`config.mk`:
```
export PLATFORM = sky130hd
export DESIGN_NAME = asr_divider
export DESIGN_NICKNAME = d
export VERILOG_FILES = /design/src/rtl/asr_divider.sv
export SDC_FILE = /design/constraint.sdc
export NUM_CORES = 1
export LEC_CHECK = 0
export BUFFER_PORTS_ARGS = -buffer_cell sky130_fd_sc_hd__buf_4
export CORE_MARGIN = 3
export CORE_UTILIZATION = 50
export DETAILED_ROUTE_END_ITERATION = 8
export PLACE_DENSITY = 0.83
export SETUP_SLACK_MARGIN = 0.2
export SLEW_MARGIN = 20
export SYNTH_ARGS = -nofsm -noshare
export SYNTH_HDL_FRONTEND = slang
export SYNTH_SLANG_ARGS = --single-unit
```
`constraint.sdc`:
```
create_clock -name i_clk -period 5.1 [get_ports i_clk]
set_input_delay 1.275 -clock i_clk [delete_from_list [all_inputs] [get_ports i_clk]]
set_output_delay 1.275 -clock i_clk [all_outputs]
set_load 0.1 [all_outputs]
```
`src/rtl/asr_divider.sv`:
```
// Restoring divider, one quotient bit per cycle, unsigned.
// Does not use asr_pkg; self-contained.
`timescale 1ns / 1ps
`default_nettype none
module asr_divider #(
    parameter int NUM_W = 66,
    parameter int DEN_W = 41
) (
    input  wire logic             i_clk,
    input  wire logic             i_rst_n,
    input  wire logic             i_start,
    input  wire logic [NUM_W-1:0] i_num,
    input  wire logic [DEN_W-1:0] i_den,
    output logic                  o_done,
    output logic      [NUM_W-1:0] o_quot
);
    localparam int CW = $clog2(NUM_W + 1);
    logic [NUM_W-1:0] r_num;
    logic [DEN_W:0]   r_rem;
    logic [DEN_W-1:0] r_den;
    logic [CW-1:0]    r_cnt;
    logic             r_busy;
    logic [DEN_W:0]   n_try;
    logic [DEN_W:0]   n_sh;

    assign n_sh  = {r_rem[DEN_W-1:0], r_num[NUM_W-1]};
    assign n_try = n_sh - {1'b0, r_den};

    always_ff @(posedge i_clk) begin
        if (!i_rst_n) begin
            r_busy <= 1'b0;
            o_done <= 1'b0;
            r_cnt  <= '0;
        end else begin
            o_done <= 1'b0;
            if (i_start) begin
                r_busy <= 1'b1;
                r_num  <= i_num;
                r_den  <= i_den;
                r_rem  <= '0;
                r_cnt  <= CW'(NUM_W);
            end else if (r_busy) begin
                if (!n_try[DEN_W]) begin
                    r_rem <= n_try;
                    r_num <= {r_num[NUM_W-2:0], 1'b1};
                end else begin
                    r_rem <= n_sh;
                    r_num <= {r_num[NUM_W-2:0], 1'b0};
                end
                r_cnt <= r_cnt - 1'b1;
                if (r_cnt == CW'(1)) begin
                    r_busy <= 1'b0;
                    o_done <= 1'b1;
                end
            end
        end
    end
    assign o_quot = r_num;
endmodule
`default_nettype wire

```
=== After elaboration in Yosys (flattened, before gate mapping) ===
Index checks and enable logic that the tools add are counted.

* Register bits after elaboration: 157
* Latch bits: 0
* Bits in writable memories: 0
* Memory bits (read-only): 0
* Output and inout bits: 67
* Word-level logic and storage cells: 28
* Memories: 0

* Add/subtract/negate cells: 2
* $mul: 0
* Divide/modulo/power cells: 0
* $lt $le $gt $ge: 0
* Equality and inequality tests: 1
* Shifts and indexed selects: 0
* Multiplexer cells: 11
* Bitwise gates (word level): 2
* Reductions and logical operators: 5

{| class="wikitable"
|+ Operator list
! cell !! number
|-
| $mux W66 || 2
|-
| $mux W41 || 2
|-
| $sub A42 B41 Y42 || 1
|-
| $mux W7 || 2
|-
| $eq A7 B1 Y1 const B || 1
|-
| $sub A7 B1 Y7 const B || 1
|-
| $mux W1 || 5
|-
| $reduce_and A2 Y1 || 2
|-
| $reduce_or A3 Y1 || 1
|-
| $not A1 Y1 || 2
|-
| $reduce_bool A2 Y1 || 1
|-
| $reduce_or A2 Y1 || 1
|}

=== Depth between registers and ports, before layout ===
* Depth in word-level cells: 4
* Mapped depth: 15

=== Worst setup path after synthesis ===
Ideal clock, no wire load.

* Kind: in2reg
* From: input port i_start
* To: register r_busy
* Setup time: 0.069 ns
* Data arrival time: 4.600 ns
* Data required time: 5.031 ns
* Setup slack: 0.432 ns
* Cell stages on the path: 4
* Buffers on the path: 2
* Path through: clkbuf_1 buf_2 o21a_1 o41a_1

* Word-level cells in the longest chain between the ends: 1

{| class="wikitable"
|+ Ends and longest elaborated chain
! what !! line !! RTL
|-
| start: declaration || 11 || <nowiki>input wire logic i_start,</nowiki>
|-
| $mux W1 || 36 || <nowiki>if (i_start) begin</nowiki>
|-
| end signal: assignment || 31 || <nowiki>r_busy <= 1'b0;</nowiki>
|-
| end signal: assignment || 37 || <nowiki>r_busy <= 1'b1;</nowiki>
|-
| end signal: assignment || 52 || <nowiki>r_busy <= 1'b0;</nowiki>
|-
| end: declaration || 22 || <nowiki>logic r_busy;</nowiki>
|}

Every way passes these cells.
A chain may end at the register's enable or synchronous reset.

=== Final worst setup path ===
* From: register r_rem[2]
* To: register r_rem[3] (data pin)

* Word-level cells in the longest chain between the ends: 3

{| class="wikitable"
|+ Ends and longest elaborated chain
! what !! line !! RTL
|-
| start: declaration || 19 || <nowiki>logic [DEN_W:0] r_rem;</nowiki>
|-
| start signal: assignment || 44 || <nowiki>r_rem <= n_try;</nowiki>
|-
| start signal: assignment || 47 || <nowiki>r_rem <= n_sh;</nowiki>
|-
| $sub A42 B41 Y42 || 27 || <nowiki>assign n_try = n_sh - {1'b0, r_den};</nowiki>
|-
| $mux W41 * || 43 || <nowiki>if (!n_try[DEN_W]) begin</nowiki>
|-
| $mux W41 * || 42 || <nowiki>end else if (r_busy) begin</nowiki>
|}

Every way passes the cells marked *; elsewhere a longest branch is shown, timed or not. The select of a mux whose other input is x is not followed.

==> flow_summary_export.csv <==
group,metric,value,unit
cells_and_area,drive_gt1_share,32.2,%
clock_tree,clk_latency,440,ps
synthesis,syn_inst,705,
clock_tree,clk_pin_slew,70,ps
synthesis,seq_area_frac_synth,53.7,%
clock_tree,postCtsResizedCells,0,
pwr,irDropWorstVdd,0.330,mV
timing,period_share,78.5,%
floorplan,initial_utilization,51.6,%
synthesis,synth_top_cell_by_area,"edfxtp_1",
timing,fin_skew,10.7,ps
critical_path,end_kind,"flop",
floorplan,die_h,137,um
job,maxCapViolations,0,
timing,slew_headroom,34.3,%
critical_path,critPathLaunchType,"flop",
global_routing,grtUsageTotal,21.1,%
critical_path,worstPathMaxFanout,29,
synthesis,mappedNetlistArea,8610,um^2
global_routing,grt_pass1_wl,30900,um
global_routing,grt_pass1_vias,6277,
detailed_routing,wire_per_inst,17.4,um
critical_path,worstPathArrival,4160,ps
timing,setup_slack,1100,ps
pwr,cellPowerDensity,367,nW/um^2
detailed_routing,vias_per_cell,5.44,
clock_tree,clock_path_buffers,2,
timing,finalSetupTns,0,ps
global_routing,grt_max_degree,64,
global_routing,use_met2,35.9,%
timing,setup-violations-final,0,
critical_path,path_cells,"ha_1 -> o211ai_1 -> a21oi_2 -> a31oi_1 -> or3_4 -> a2111o_1 -> a21o_1 -> a21oi_1 -> nand2b_2 -> buf_4 -> mux2i_1 -> nor2_1",
global_routing,busiest_layer,"met2",
pwr,leakage,4.54,nW
detailed_routing,route.detailed.drc,0,
timing,maxSlewViolCount,0,
clock_tree,cts.sinks,157,
detailed_routing,dr.first_iter.drc_count,288,
synthesis,netlist.area_leader.share,51.6,%
placed_design,routabilityCongestion,0.877,
floorplan,fp.dieW,137,um
status,outcome,"complete, no violations",
global_routing,antenna_found_initial,0,
clock_tree,cts_buffers,17,
timing,finalHoldWorstSlack,489,ps
timing,fmax,250,MHz
synthesis,ys_types,63,
pwr,p_comb_share,27.7,%
synthesis,synth-seq-cells,157,
synthesis,yosysMostFrequentCell,"edfxtp_1",
clock_tree,hold_buffers,0,
synthesis,synthTopCellsByCount,"148 x edfxtp_1, 65 x mux2_2, 59 x nor2_1",
clock_tree,cts-root-buf,"clkbuf_16",
clock_tree,cts_tree,"done",
cells_and_area,syn_to_final_growth,24.1,%
critical_path,required,5260,ps
cells_and_area,diodes,0,
placed_design,pre_cts_slack,1110,ps
pwr,power_frac_seq,40.5,%
global_routing,grt-ovfl-total,0,
floorplan,die_area,18800,um^2
timing,rsz0062_at_grt,"no",
placed_design,dp_hpwl,13900,um
placed_design,io_buffers,176,
synthesis,synth_area_per_cell,12.2,um^2
synthesis,ys_async_sr_fraction,0,%
detailed_routing,ant_nets,0,
floorplan,rows,47,
synthesis,syn_nets,859,
detailed_routing,vias,6045,
critical_path,crit_type,"flop to flop",
clock_tree,cts_max_level,4,
floorplan,ios,177,
clock_tree,postCtsSetupRepairBufs,0,
detailed_routing,routed_wl,19400,um
global_routing,gr-usage-met1,24.6,%
cells_and_area,final_nets,1033,
critical_path,max_stage_delay,690,ps
synthesis,netlist_top_cells_area,"edfxtp_1 52%, mux2_2 8.5%, ha_1 6.2%, mux2i_1 4.1%, nor2_1 2.6%",
pwr,switching_share,33.6,%
hold_path,worstHoldPathType,"flop to flop",
timing,final_hold_viol_count,0,
detailed_routing,drt_first_pass_iters,4,
synthesis,synth_ff_type,"edfxtp_1",
critical_path,cp_slowest_cell,"nand2b_2",
global_routing,grt_use_met3,8.91,%
timing,period_needed,4000,ps
synthesis,synth-edff-count,148,
pwr,clockPowerShare,31.8,%
floorplan,fp.coreArea,16700,um^2
pwr,total_switching_power,1.32,mW
timing,tightest_slew,986,ps
synthesis,yosys_warnings,0,
pwr,p_int,2.60,mW
[kinds of logic (layout without fill, tap and decap cells)]
family	Yosys count	in the layout	share of synthesized area, %
flip-flops	157	157	53.7
adder cells (fa/ha/maj)	44	44	6.48
multiplexers	101	101	12.7
AO/OA/AOI/OAI	135	135	10.5
XOR/XNOR	42	42	4.27
AND/OR/NAND/NOR	150	150	8.35
buffers and inverters	76	263	3.91
[state kept, by name (all words and copies together) (netlist names)]
| signal | cells |
|---|---|
| r_cnt | 7 |
| r_rem | 41 |
| r_den | 41 |
| o_quot | 66 |
| r_busy | 1 |
| o_done | 1 |
[area by class of cell]
type | count | area [um^2]
fillers | 1383 | 6010
repair buffers | 180 | 1360
inverters | 51 | 191
multi-input cells | 472 | 3660
well taps | 220 | 275
clock buffers | 18 | 429
clock inverters | 14 | 144
flip-flops and latches | 157 | 4620
[final timing paths]
kind,startpoint,to,slack [ps],depth (start not counted)
max reg2reg,r_rem[2],r_rem[3],1100,12
min reg2reg,r_cnt[6],o_done,490,1
min,r_cnt[6],o_done,490,1
max,r_rem[2],r_rem[3],1100,12
[power by group through the flow]
stage / sequential (mW) / combinational (mW) / clock [mW]
after floorplan: 1.85 / 0.616 / 0
after global placement: 1.61 / 1.06 / 0
after detailed placement: 1.62 / 1.08 / 0
after CTS: 1.59 / 1.09 / 1.27
after global routing: 1.60 / 1.18 / 1.32
final: 1.59 / 1.09 / 1.25
[cell usage in the layout (no fill, tap or decap), types with 8 or more instances in the layout]
cell type	n
buf_4	179
inv_1	51
o21ai_0	19
mux2_2	65
dfxtp_1	9
xor2_1	18
a211oi_1	8
clkbuf_16	17
nor3_1	8
mux2i_1	35
nand3_1	8
xnor2_1	24
nand2b_1	8
nand2_1	31
nor2_1	59
a21oi_1	44
ha_1	43
a21o_1	19
edfxtp_1	148
[per-layer routing]
metal	share of wire, %	vias up
met1	40	2892
met3	8.7	17
li1	-	2956
met4	1.3	0
met5	0	-
met2	50	180
[critical path, delay by kind of cell (launching register included)]
| family | cells | cell delay [ps] |
|---|---|---|
| compound gates | 6 | 1220 |
| fa+ha+maj | 1 | 370 |
| buf+inv | 1 | 360 |
| flops | 1 | 400 |
| mux | 1 | 220 |
| simple gates | 3 | 1150 |
[through the flow]
stage               power [mW]  cell area [um^2]  std cells  util [%]
global placement          2.68             10100       1080      60.6
finish                    3.92             10700       1112      64.0
CTS                       3.95             10700       1112      64.0
global route              4.10             10700       1112      64.0
floorplan                 2.47              8610        705         -
detailed placement        2.70             10100       1080      60.6
No activity file was read; power rests on OpenSTA's default activity.
